[config.mk]
export PLATFORM = sky130hd
export DESIGN_NAME = backlight_idle_timeout_controller
export DESIGN_NICKNAME = d
export VERILOG_FILES = /design/src/design/bitc_pkg.sv /design/src/design/bitc_cfg.sv /design/src/design/bitc_core.sv /design/src/design/backlight_idle_timeout_controller.sv
export SDC_FILE = /design/constraint.sdc
export NUM_CORES = 1
export LEC_CHECK = 0
export BUFFER_PORTS_ARGS = -buffer_cell sky130_fd_sc_hd__clkbuf_2
export CORE_MARGIN = 2
export CORE_UTILIZATION = 50
export DETAILED_ROUTE_END_ITERATION = 8
export HOLD_SLACK_MARGIN = 0.12
export PLACE_DENSITY = 0.81
export SYNTH_ARGS = -nofsm -noshare
export SYNTH_HDL_FRONTEND = slang
export SYNTH_SLANG_ARGS = --single-unit
[constraint.sdc]
create_clock -name clk -period 6.1 [get_ports clk]
set_input_delay 0.61 -clock clk [delete_from_list [all_inputs] [get_ports clk]]
set_output_delay 0.61 -clock clk [all_outputs]
set_load 0.05 [all_outputs]
[src/design/bitc_pkg.sv]
`default_nettype none
// ---------------------------------------------------------------------------
// bitc_pkg
// Shared types, codes and constants of the backlight idle timeout controller.
// ---------------------------------------------------------------------------
package bitc_pkg;

  localparam int ELAPSED_SHIFT   = 14;
  localparam int SLEEP_EXTRA     = 10;
  localparam int NORMAL_DIM_HOLD = 5;

  localparam int DELAY_W    = 10;
  localparam int HOLD_W     = 8;
  localparam int COUNT_W    = 11;
  localparam int TICK_W     = 32;
  localparam int ELAPSED_W  = TICK_W - ELAPSED_SHIFT;
  localparam int OP_W       = 3;
  localparam int CFG_IDX_W  = 3;
  localparam int CFG_DATA_W = 10;

  localparam int IN_FIELD_W  = TICK_W + 5;
  localparam int IN_TDATA_W  = ((IN_FIELD_W + 7) / 8) * 8;
  localparam int OUT_FIELD_W = 6;
  localparam int OUT_TDATA_W = ((OUT_FIELD_W + 7) / 8) * 8;

  localparam logic [DELAY_W-1:0] SLEEP_DELAY_RESET = DELAY_W'(200);
  localparam logic [HOLD_W-1:0]  DIM_HOLD_DEFAULT  = HOLD_W'(10);
  localparam logic [COUNT_W-1:0] COUNT_MAX         = '1;

  // register indexes
  localparam logic [CFG_IDX_W-1:0] CFG_SLEEP_DELAY  = CFG_IDX_W'(0);
  localparam logic [CFG_IDX_W-1:0] CFG_DIM_HOLD_PS  = CFG_IDX_W'(1);
  localparam logic [CFG_IDX_W-1:0] CFG_POWER_SAVING = CFG_IDX_W'(2);
  localparam logic [CFG_IDX_W-1:0] CFG_ALWAYS_ON    = CFG_IDX_W'(3);
  localparam logic [CFG_IDX_W-1:0] CFG_HOLD_DIM     = CFG_IDX_W'(4);

  typedef enum logic [OP_W-1:0] {
    OP_TICK      = 3'd0,
    OP_ACTIVITY  = 3'd1,
    OP_START     = 3'd2,
    OP_STOP      = 3'd3,
    OP_LOW_POWER = 3'd4
  } op_t;

  typedef enum logic [2:0] {
    CMD_NONE     = 3'd0,
    CMD_TURN_ON  = 3'd1,
    CMD_WAKE     = 3'd2,
    CMD_HALF     = 3'd3,
    CMD_SLEEP    = 3'd4,
    CMD_ACT_HALF = 3'd5
  } cmd_t;

  typedef enum logic [1:0] {
    MODE_AWAKE  = 2'd0,
    MODE_DIMMED = 2'd1,
    MODE_ASLEEP = 2'd2
  } mode_t;

  typedef struct packed {
    logic [DELAY_W-1:0] sleep_delay;
    logic [HOLD_W-1:0]  dim_hold_power_saving;
    logic               power_saving;
    logic               always_on;
    logic               hold_dim;
  } cfg_t;

  typedef struct packed {
    logic [OP_W-1:0]   op;
    logic [TICK_W-1:0] now_ticks;
    logic              charger_connected;
    logic              battery_low;
    logic              open_display;
    logic              low_power_request;
    logic              display_needed;
  } item_t;

  typedef struct packed {
    cmd_t  display_command;
    mode_t display_state;
    logic  running;
  } result_t;

endpackage

`default_nettype wire

[src/design/bitc_cfg.sv]
`default_nettype none
// ---------------------------------------------------------------------------
// bitc_cfg
// Configuration register file, written through a plain write port.
// ---------------------------------------------------------------------------
module bitc_cfg (
  input  wire logic                            clk,
  input  wire logic                            rst_n,
  input  wire logic                            cfg_we,
  input  wire logic [bitc_pkg::CFG_IDX_W-1:0]  cfg_index,
  input  wire logic [bitc_pkg::CFG_DATA_W-1:0] cfg_wdata,
  output bitc_pkg::cfg_t                       cfg
);
  import bitc_pkg::*;

  cfg_t cfg_r;
  cfg_t cfg_nxt;
  logic [HOLD_W-1:0] hold_wr;

  assign hold_wr = cfg_wdata[HOLD_W-1:0];

  always_comb begin
    cfg_nxt = cfg_r;
    if (cfg_we) begin
      case (cfg_index)
        CFG_SLEEP_DELAY:  cfg_nxt.sleep_delay = cfg_wdata[DELAY_W-1:0];
        // zero is not a valid hold, it falls back to the default
        CFG_DIM_HOLD_PS:  cfg_nxt.dim_hold_power_saving =
                            (hold_wr == '0) ? DIM_HOLD_DEFAULT : hold_wr;
        CFG_POWER_SAVING: cfg_nxt.power_saving = cfg_wdata[0];
        CFG_ALWAYS_ON:    cfg_nxt.always_on    = cfg_wdata[0];
        CFG_HOLD_DIM:     cfg_nxt.hold_dim     = cfg_wdata[0];
        default:          cfg_nxt = cfg_r;
      endcase
    end
  end

  always_ff @(posedge clk) begin
    if (!rst_n) begin
      cfg_r.sleep_delay           <= SLEEP_DELAY_RESET;
      cfg_r.dim_hold_power_saving <= DIM_HOLD_DEFAULT;
      cfg_r.power_saving          <= 1'b0;
      cfg_r.always_on             <= 1'b0;
      cfg_r.hold_dim              <= 1'b0;
    end else begin
      cfg_r <= cfg_nxt;
    end
  end

  assign cfg = cfg_r;

endmodule

`default_nettype wire

[src/design/bitc_core.sv]
`default_nettype none
// ---------------------------------------------------------------------------
// bitc_core
// Display mode state and the per-event update logic; one event per cycle while fire is high.
// ---------------------------------------------------------------------------
module bitc_core (
  input  wire logic        clk,
  input  wire logic        rst_n,
  input  wire logic        fire,
  input  bitc_pkg::item_t  item,
  input  bitc_pkg::cfg_t   cfg,
  output bitc_pkg::result_t res
);
  import bitc_pkg::*;

  mode_t              mode_r, mode_nxt;
  logic               svc_r, svc_nxt;
  logic [COUNT_W-1:0] cnt_r, cnt_nxt;
  logic [TICK_W-1:0]  mark_r, mark_nxt;
  logic               lpf_r, lpf_nxt;

  logic                 lp;
  logic [TICK_W-1:0]    diff;
  logic [ELAPSED_W-1:0] elapsed;
  logic [ELAPSED_W-1:0] elapsed_late;
  logic [COUNT_W-1:0]   delay_ext;
  logic [COUNT_W-1:0]   sleep_at;
  logic [HOLD_W-1:0]    hold;
  logic                 dimmed_now;
  logic                 ps_dim;
  logic                 act_open;
  cmd_t                 act_plain;
  cmd_t                 cmd_v;

  assign lp        = !item.charger_connected && (item.battery_low || lpf_r);
  assign diff      = item.now_ticks - mark_r;
  assign elapsed   = diff[TICK_W-1:ELAPSED_SHIFT];
  assign delay_ext = {1'b0, cfg.sleep_delay};
  assign sleep_at  = delay_ext + COUNT_W'(SLEEP_EXTRA);

  always_comb begin
    mode_nxt     = mode_r;
    svc_nxt      = svc_r;
    cnt_nxt      = cnt_r;
    mark_nxt     = mark_r;
    lpf_nxt      = lpf_r;
    cmd_v        = CMD_NONE;
    dimmed_now   = 1'b0;
    ps_dim       = 1'b0;
    hold         = HOLD_W'(NORMAL_DIM_HOLD);
    elapsed_late = elapsed;
    act_open     = 1'b0;
    act_plain    = CMD_NONE;

    case (op_t'(item.op))
      OP_TICK: begin
        if (svc_r) begin
          if (cnt_nxt != COUNT_MAX) cnt_nxt = cnt_nxt + 1'b1;
          if (cfg.always_on) begin
            cnt_nxt = '0;
          end else if (cnt_nxt == delay_ext && mode_r != MODE_DIMMED) begin
            if (elapsed < ELAPSED_W'(cfg.sleep_delay >> 1)) begin
              if (cnt_nxt != '0) cnt_nxt = cnt_nxt - 1'b1;
            end else begin
              mark_nxt   = item.now_ticks;
              mode_nxt   = MODE_DIMMED;
              cmd_v      = CMD_HALF;
              dimmed_now = 1'b1;
            end
          end
          // a dim in this same tick restarts the elapsed time at zero
          if (dimmed_now) elapsed_late = '0;
          ps_dim = (mode_nxt == MODE_DIMMED) && cfg.power_saving && !lp;
          if (ps_dim) hold = cfg.dim_hold_power_saving;
          if (cnt_nxt == sleep_at || ps_dim) begin
            if (cfg.hold_dim) begin
              cnt_nxt = delay_ext;
            end else if (elapsed_late < ELAPSED_W'(hold)) begin
              if (cnt_nxt != '0) cnt_nxt = cnt_nxt - 1'b1;
            end else begin
              svc_nxt  = 1'b0;
              mode_nxt = MODE_ASLEEP;
              cmd_v    = CMD_SLEEP;
            end
          end
        end
      end
      OP_ACTIVITY: begin
        cnt_nxt  = lp ? delay_ext : '0;
        mark_nxt = item.now_ticks;
        if (mode_r == MODE_ASLEEP) begin
          if (!svc_r) begin
            act_open  = 1'b1;
            act_plain = CMD_TURN_ON;
            svc_nxt   = 1'b1;
          end
        end else if (mode_r == MODE_DIMMED && !cfg.power_saving && !lp) begin
          mode_nxt = MODE_AWAKE;
          cmd_v    = CMD_WAKE;
        end
      end
      OP_START: begin
        if (!svc_r) begin
          mark_nxt  = item.now_ticks;
          act_open  = item.open_display;
          act_plain = CMD_TURN_ON;
          svc_nxt   = 1'b1;
        end
      end
      OP_STOP: begin
        if (svc_r) begin
          act_open  = item.open_display;
          act_plain = CMD_WAKE;
          svc_nxt   = 1'b0;
        end
      end
      OP_LOW_POWER: begin
        lpf_nxt = item.low_power_request;
        if (item.low_power_request && item.display_needed) begin
          mark_nxt = item.now_ticks;
          cnt_nxt  = delay_ext;
          mode_nxt = MODE_DIMMED;
          cmd_v    = CMD_ACT_HALF;
        end
      end
      default: cmd_v = CMD_NONE;
    endcase

    // start, stop or wake-up activity that also drives the display
    if (act_open) begin
      if (cfg.power_saving || lp) begin
        if (lp) cnt_nxt = delay_ext;
        mode_nxt = MODE_DIMMED;
        cmd_v    = CMD_ACT_HALF;
      end else begin
        mode_nxt = MODE_AWAKE;
        cmd_v    = act_plain;
      end
    end
  end

  always_ff @(posedge clk) begin
    if (!rst_n) begin
      mode_r <= MODE_AWAKE;
      svc_r  <= 1'b0;
      cnt_r  <= '0;
      mark_r <= '0;
      lpf_r  <= 1'b0;
    end else if (fire) begin
      mode_r <= mode_nxt;
      svc_r  <= svc_nxt;
      cnt_r  <= cnt_nxt;
      mark_r <= mark_nxt;
      lpf_r  <= lpf_nxt;
    end
  end

  assign res.display_command = cmd_v;
  assign res.display_state   = mode_nxt;
  assign res.running         = svc_nxt;

endmodule

`default_nettype wire

[src/design/backlight_idle_timeout_controller.sv]
`default_nettype none
// ---------------------------------------------------------------------------
// backlight_idle_timeout_controller
// Display inactivity controller: awake, dimmed and asleep driven by events.
// ---------------------------------------------------------------------------
// Usage:
//   in_*  : event beats; in_tuser carries the op code, in_tdata the tick value
//           and the charger, battery, low power and display flags.
//   out_* : one result beat per event: display command, display state after
//           the event and the running flag.
//   cfg_* : register writes, taken at any edge with cfg_we high; only write
//           while no event is in flight.
// An accepted event beat passes the input register, then the update logic and
// the result register behind it.
// Throughput: one event per cycle while the result side is free; the state update is a single pass of
// compare and subtract logic between the input and result registers.
// Reset (rst_n low, synchronous) clears both register stages, returns the
// display to awake with the service stopped and loads the register defaults.
// When out_tready is low with a result waiting, the result register holds; an
// empty input register still takes one more beat before in_tready drops.
// ---------------------------------------------------------------------------
module backlight_idle_timeout_controller (
  input  wire logic                             clk,
  input  wire logic                             rst_n,
  // in_tdata: now_ticks, charger_connected, battery_low, open_display,
  //           low_power_request, display_needed, zero fill
  input  wire logic                             in_tvalid,
  output      logic                             in_tready,
  input  wire logic [bitc_pkg::IN_TDATA_W-1:0]  in_tdata,
  // in_tuser: op
  input  wire logic [bitc_pkg::OP_W-1:0]        in_tuser,
  // out_tdata: display_command, display_state, running, zero fill
  output      logic                             out_tvalid,
  input  wire logic                             out_tready,
  output      logic [bitc_pkg::OUT_TDATA_W-1:0] out_tdata,
  input  wire logic                             cfg_we,
  input  wire logic [bitc_pkg::CFG_IDX_W-1:0]   cfg_index,
  input  wire logic [bitc_pkg::CFG_DATA_W-1:0]  cfg_wdata
);
  import bitc_pkg::*;

  cfg_t    cfg;
  item_t   item_r;
  logic    s1_valid_r;
  logic    out_valid_r;
  result_t res;
  result_t out_res_r;
  logic    out_free;
  logic    s1_fire;
  logic    in_fire;

  assign out_free  = !out_valid_r || out_tready;
  assign s1_fire   = s1_valid_r && out_free;
  assign in_tready = !s1_valid_r || s1_fire;
  assign in_fire   = in_tvalid && in_tready;

  bitc_cfg u_cfg (
    .clk       (clk),
    .rst_n     (rst_n),
    .cfg_we    (cfg_we),
    .cfg_index (cfg_index),
    .cfg_wdata (cfg_wdata),
    .cfg       (cfg)
  );

  bitc_core u_core (
    .clk   (clk),
    .rst_n (rst_n),
    .fire  (s1_fire),
    .item  (item_r),
    .cfg   (cfg),
    .res   (res)
  );

  always_ff @(posedge clk) begin
    if (!rst_n) begin
      s1_valid_r  <= 1'b0;
      out_valid_r <= 1'b0;
    end else begin
      if (in_tready) s1_valid_r <= in_tvalid;
      if (out_free)  out_valid_r <= s1_valid_r;
    end
  end

  always_ff @(posedge clk) begin
    if (in_fire) begin
      item_r.op                <= in_tuser;
      item_r.now_ticks         <= in_tdata[TICK_W-1:0];
      item_r.charger_connected <= in_tdata[TICK_W];
      item_r.battery_low       <= in_tdata[TICK_W+1];
      item_r.open_display      <= in_tdata[TICK_W+2];
      item_r.low_power_request <= in_tdata[TICK_W+3];
      item_r.display_needed    <= in_tdata[TICK_W+4];
    end
    if (s1_fire) out_res_r <= res;
  end

  assign out_tvalid = out_valid_r;
  assign out_tdata  = {(OUT_TDATA_W-OUT_FIELD_W)'(0), out_res_r.running,
                       out_res_r.display_state, out_res_r.display_command};

`ifndef ASSERT_OFF
  a_sleep_stops: assert property (@(posedge clk) disable iff (!rst_n)
    out_valid_r && out_res_r.display_command == CMD_SLEEP
      |-> !out_res_r.running && out_res_r.display_state == MODE_ASLEEP)
    else $error("sleep command with service running or display not asleep");

  a_half_dimmed: assert property (@(posedge clk) disable iff (!rst_n)
    out_valid_r && (out_res_r.display_command == CMD_HALF ||
                    out_res_r.display_command == CMD_ACT_HALF)
      |-> out_res_r.display_state == MODE_DIMMED)
    else $error("half light command without dimmed state");

  a_result_follows: assert property (@(posedge clk) disable iff (!rst_n)
    s1_fire |=> out_valid_r)
    else $error("processed event produced no result beat");
`endif

endmodule

`default_nettype wire

After elaboration in Yosys (flattened, before gate mapping). Index checks and enable logic that the tools add are counted.

Bits in registers: 116. Input bits: 61. Output and inout port bits: 10. Logic and storage cells: 164.

$add $sub $neg: 5. Magnitude comparators: 2. Eq/ne operators: 21. Mux-type cells: 82. Reduce and logical (&&, ||, !) cells: 32.

Operators with widths (count): 11-bit 2-to-1 mux (18); 32-bit 2-to-1 mux (6); 32-bit one-hot mux with 4 select lines (1); 18-bit 2-to-1 mux (3); 3-bit 2-to-1 mux (11); 11-bit one-hot mux with 3 select lines (1); 2-bit 2-to-1 mux (16); 8-bit 2-to-1 mux (4); 32-bit subtractor (1); 11-bit nonzero test (2); 11-bit by 1-bit subtractor with 11-bit output, second input constant (2); 18-bit by 8-bit less-than comparator with 1-bit output (1); 18-bit by 9-bit less-than comparator with 1-bit output (1); 3-bit one-hot mux with 3 select lines (2); 1-bit 2-to-1 mux (16); 3-bit by 2-bit == test with 1-bit output, second input constant (4); 2-bit AND reduction (6); 10-bit by 4-bit adder with 11-bit output, second input constant (1); 11-bit by 1-bit adder with 11-bit output, second input constant (1); 11-bit by 10-bit == test with 1-bit output (1); 11-bit == test (1); 11-bit != test, second input constant (1); 10-bit 2-to-1 mux (1); 1-bit logical AND (9); 15 further kinds (32).

Logic depth before layout (Yosys ltp).
Word-level depth: 25. Gate-level depth with buffers: 34. Gate-level depth less buffers: 34.

By module. Synthesis repeated with hierarchy kept, for this count alone.

Cell total of the unflattened synthesis: 1195. Area, all modules: 9475.3 um2.

By module, submodules not included: bitc_core (instances 1, cells an instance 1049, area each 7098.1 um2, seq. area each 940.9 um2); backlight_idle_timeout_controller (instances 1, cells an instance 58, area each 1503.9 um2, seq. area each 1421.4 um2); bitc_cfg (instances 1, cells an instance 88, area each 873.3 um2, seq. area each 420.4 um2).

Least setup slack after synthesis. No wires, ideal clock.

Path kind: reg-to-reg. Start: reg item_r[11] (netlist name). End: reg u_core.cnt_r[3]. Setup time: 74 ps. Arrival time: 6486 ps. Required time: 6026 ps. Path slack: -460 ps. Stages on the path, launching flop included: 29. Path buffers: 0. Clock period less this slack: 6560 ps. Path through: edfxtp_1 -> ha_1 -> nand3_1 -> nor2_1 -> a21oi_1 -> o31ai_1 -> a21oi_1 -> xnor2_1 -> ha_1 -> a2111oi_0 -> nand2_1 -> nor3_1 -> a31oi_1 -> o311ai_1 -> a21oi_1 -> nand2_1 -> ha_1 -> a21o_1 -> a21o_1 -> a21o_1 -> nor2_1 -> o31ai_1 -> o21a_1 -> nor2_1 -> nand2_1 -> a2111o_1 -> or4b_1 -> a211o_1 -> a31oi_1.

Word-level cells in the longest chain between the ends: 22. Elaborated cells on any way between the ends: 40. Those cells by class: add/sub: 2; order compare: 2; eq/ne: 2; mux: 30; reduce/logical: 4.

Ends and longest elaborated chain: start, declared (line backlight_idle_timeout_controller.sv:43) `item_t item_r;`; 32-bit subtractor * (line bitc_core.sv:36) `assign diff = item.now_ticks - mark_r;`; 18-bit by 9-bit less-than comparator with 1-bit output (line bitc_core.sv:62) `if (elapsed < ELAPSED_W'(cfg.sleep_delay >> 1)) begin`; 2-bit 2-to-1 mux (line bitc_core.sv:62); 2-bit 2-to-1 mux (line bitc_core.sv:61) `end else if (cnt_nxt == delay_ext && mode_r != MODE_DIMMED) begin`; 2-bit 2-to-1 mux (line bitc_core.sv:59) `if (cfg.always_on) begin`; 2-bit 2-to-1 mux (line bitc_core.sv:57) `if (svc_r) begin`; 2-bit 2-to-1 mux (line bitc_core.sv:55) `case (op_t'(item.op))`; 2-bit by 1-bit == test with 1-bit output (line bitc_core.sv:73) `ps_dim = (mode_nxt == MODE_DIMMED) && cfg.power_saving && !lp;`; [6 not listed]; 11-bit 2-to-1 mux (line bitc_core.sv:78) `end else if (elapsed_late < ELAPSED_W'(hold)) begin`; 11-bit 2-to-1 mux (line bitc_core.sv:76) `if (cfg.hold_dim) begin`; 11-bit 2-to-1 mux * (line bitc_core.sv:75) `if (cnt_nxt == sleep_at || ps_dim) begin`; 11-bit 2-to-1 mux * (line bitc_core.sv:57); 11-bit one-hot mux with 3 select lines * (line bitc_core.sv:55); 11-bit 2-to-1 mux (line bitc_core.sv:132) `if (lp) cnt_nxt = delay_ext;`; 11-bit 2-to-1 mux (line bitc_core.sv:131) `if (cfg.power_saving || lp) begin`; 11-bit 2-to-1 mux * (line bitc_core.sv:130) `if (act_open) begin`; end signal, assigned (line bitc_core.sv:152) `cnt_r <= cnt_nxt;`; end, declared (line bitc_core.sv:18) `logic [COUNT_W-1:0] cnt_r, cnt_nxt;`.

Mark *: on every way between the ends. The rest lies on a longest branch, timed or not. The select of a mux whose other input is x is not followed. A chain may end at the register's enable or synchronous reset.

Worst setup path in the final report.
Start: reg item_r[13] (netlist name). End: reg u_core.cnt_r[3].

The elaborated chain is that of the path after synthesis.

==> impl_results.md <==
* Fmax at about 0.15 GHz
* DR vias at 10900
* Clock skew at 0.0124 ns
* Power Total at 2570 uW
* Sink Count at between 100 and 150
* CP Launch Type: register
* Mapped Cells at 1209
* Period utilization at 1.07
* Iteration-0 DRC count of the detailed router at between 1000 and 1500
* Layout Utilization at 0.697
* Avg Cell Area, Syn at around 8 um2
* Clk pwr share at 0.381
* Synth top area share at 0.148
* Post-DP HPWL at 24000 um
* Area Overhead vs Synth at 37.5%
* First-pass GRT wire length at 50700 um
* Final hold vios at 0
* RePlAce Congestion at between 1 and 1.5
* Bufs on Longest Clock Path at 2
* WHS Endpoint: item_r[36]$_DFFE_PP_
* CTS tree: built
* Worst Reg-to-Reg Cells at 29
* Outcome: finished, violations left
* Max Slew Vio Count at 0
* Synth Area in Compound Gates at 0.242
* Ranking of synthesized cells by area: dfxtp_1, edfxtp_1, ha_1
* Hold Startpoint: in_tdata[31]
* Drt drc at 0
* Die area at approximately 0.02 mm2
* DR WL met2 at 16200 um
* DRT Wirelength at about 35000 um
* Routed vias/inst at about 6.4
* Worst path slowest cell: or4b_1
* Rows at 50
* DR WL/cell at between 20 and 25 um
* Placed Cells at roughly 1600
* CP dominant cell by count: a21o_1
* Core footprint at approximately 0.019 mm2
* Req. time, crit path at about 6.5 ns
* Min Tclk post-route at roughly 6.5 ns
* Setup slack, reg-to-reg at -0.44 ns
* Initial antenna violation count at 0
* Critical R2R Capture: u_core.cnt_r[3]$_SDFFE_PN0P_
* Hold Path Stages at 1
* Failing checks: negative setup slack
* Asr flop ratio synth at 0
* RSZ-0062 raised after global routing: yes
* Met3 wire len at 3050 um
* Final worst slack at -0.438 ns
* Most common cell in the netlist: nand2_1
* Slew margin rel. at 0.329
* Tot GR Track Use at 0.320
* CP max FO at 5
* Root Driver: clkbuf_16
* Total gr overflow at 0
* Critical path type: register to register
* Flop pwr share at 0.340
* Buffers & Inverters on Critical Path at 1
* Cell-internal power at approximately 1700 uW
* Critical path's top delay family: compound AO/OA/AOI/OAI gates
* Seq/Total Area, Yosys at 0.294
* EDFF count, synth at 46
* Pwr dens at roughly 200 mW/mm2
* Yosys warns at 0
* CP arrival at 6.90 ns
* Mux cell area share after synthesis at 0.0635
* Nets@finish at 1564
* Wl on met1 at approximately 14000 um
* Post-synthesis adder-cell area fraction at 0.0648
* Worst-Skew Late Latency at between 0.4 and 0.5 ns
* Final ANT Viol Nets at 0
* # port buffers at 65
* Clock buffer count from CTS at 17
* Worst r2r src: item_r[13]$_DFFE_PP_
* Synth Cell Area at between 0.009 and 0.01 mm2
* Number of diodes at 0
* Yosys cell types at 87
* Slew @ Worst Pin at 1.01 ns
* Die Ht at around 140 um
* Max-cap violations at 0
* H-tree depth at 4
* DR top layer: met4
* Share of cells above drive strength 1 at 0.324
* Largest net degree at the start of global routing at 43
* LEAKAGE at slightly below 0.005 uW
* Non-Filler Instances at between 1500 and 2000
* Largest family of logic cells by synthesized area: simple AND/OR/NAND/NOR gates
* Finish-stage setup viols at 18
* Initial Util at 0.507
* Post-synthesis xor/xnor area fraction at 0.0267
* Pre-Repair DR Iteration Count at 6
* Post-synth top cells: nand2_1, nor2_1, a21oi_1
* Switching share of power at 0.338
* Worst min path class: primary input to register
* Post-Synth Simple-Gate Area at 0.253
* Synth area leader: dfxtp_1
* Setup TNS at -3.46 ns
* Total I/O pin count at 71
* Die Span X at 142 um
* CP max stage delay at about 0.51 ns
* Clock-pin slew on the worst setup and hold paths at around 0.07 ns
* Sw power at about 870 uW
* Top_reg_cell synth: dfxtp_1
* Synth Register Bits at ~120
* Combinational share of power at 0.279
* Vias in the first global route at 9968
* Fillcell total at between 1000 and 1500
* CP Capture Type: register
* Maximum vdd drop at between 0.0002 and 0.00025 V
## power by group through the flow
stage          registers [uW]  logic (uW)  clock network (uW)
4_1_cts                   869         610                 980
2_1_floorplan             878         339                   0
6_report                  872         715                 978
3_5_place_dp              884         569                   0
3_3_place_gp              883         556                   0
5_1_grt                   875         758                1000
## per-layer routing
layer | vias up | global-route usage
met4 | 0 | 0.146
met5 | - | 0
met3 | 151 | 0.0560
li1 | 4967 | -
met2 | 625 | 0.527
met1 | 5163 | 0.411
## per-stage QoR
step / setup slack (ns) / area, um2 / hold WS (ns)
floorplan: 0.00861 / 9500 / 0.437
global placement: -0.581 / 11300 / 0.447
detailed placement: -0.773 / 11300 / 0.458
CTS: -0.333 / 12300 / 0.338
global route: -0.616 / 13000 / 0.339
finish: -0.438 / 13000 / 0.346
## repair_timing
| action | CTS | global route |
|---|---|---|
| setup endpoints to repair | 20 | 20 |
| hold buffers | 0 | 0 |
| pin swaps | 50 | 72 |
| gates resized for setup | 59 | 100 |
| setup buffers | 15 | 17 |
## area by class of cell
class,count,area [um2],area share
multi-input combinational,962,7060,0.543
sequential,116,2780,0.214
timing repair buffer,295,2080,0.160
clock buffer,17,425,0.0327
tap,234,293,0.0225
inverter,62,233,0.0179
clock inverter,15,133,0.0102
## flip-flops by register name, indices dropped and copies added (netlist names)
signal,count
out_tdata,6
u_core.cnt_r,11
u_core.mode_r,2
u_core.svc_r,1
out_tvalid,1
u_core.lpf_r,1
item_r,40
s1_valid_r,1
u_core.mark_r,32
u_cfg.cfg,21
## cell usage in the layout, fill, tap and decap left out, types with 19 or more instances in the layout
| cell type | Yosys | routed |
|---|---|---|
| buf_4 | 4 | 223 |
| nand2_1 | 144 | 139 |
| o21ai_0 | 68 | 59 |
| nand3_1 | 32 | 29 |
| ha_1 | 49 | 25 |
| nor3_1 | 32 | 27 |
| inv_1 | 60 | 59 |
| dfxtp_1 | 70 | 70 |
| mux2i_1 | 53 | 52 |
| nor2_1 | 127 | 117 |
| nand4_1 | 25 | 25 |
| edfxtp_1 | 46 | 46 |
| ha_4 | 0 | 20 |
| clkbuf_2 | 0 | 65 |
| or3_1 | 21 | 19 |
| a21oi_1 | 90 | 70 |
## worst max-delay path by stage
| stage | slack, ns | cells after the start | to | start |
|---|---|---|---|---|
| 3_3_place_gp | -0.58 | 32 | u_core.cnt_r[7]$_SDFFE_PN0P_ | item_r[16]$_DFFE_PP_ |
| 4_1_cts | -0.33 | 25 | u_core.cnt_r[3]$_SDFFE_PN0P_ | item_r[6]$_DFFE_PP_ |
| 2_1_floorplan | 0.009 | 28 | u_core.cnt_r[3]$_SDFFE_PN0P_ | item_r[11]$_DFFE_PP_ |
| 6_report | -0.44 | 29 | u_core.cnt_r[3]$_SDFFE_PN0P_ | item_r[13]$_DFFE_PP_ |
| 3_5_place_dp | -0.77 | 31 | u_core.cnt_r[7]$_SDFFE_PN0P_ | item_r[6]$_DFFE_PP_ |
| 5_1_grt | -0.62 | 31 | u_core.cnt_r[3]$_SDFFE_PN0P_ | item_r[11]$_DFFE_PP_ |
## cell families after synthesis
| group | after synthesis |
|---|---|
| and+or+nand+nor | 485 |
| other | 1 |
| xor gates and xnor gates | 28 |
| muxes | 59 |
| adders and majority gates | 49 |
| buffers and inverters | 132 |
| AOI/OAI and AO/OA | 339 |
| DFF | 116 |
Power figures use the tool's default switching activity.
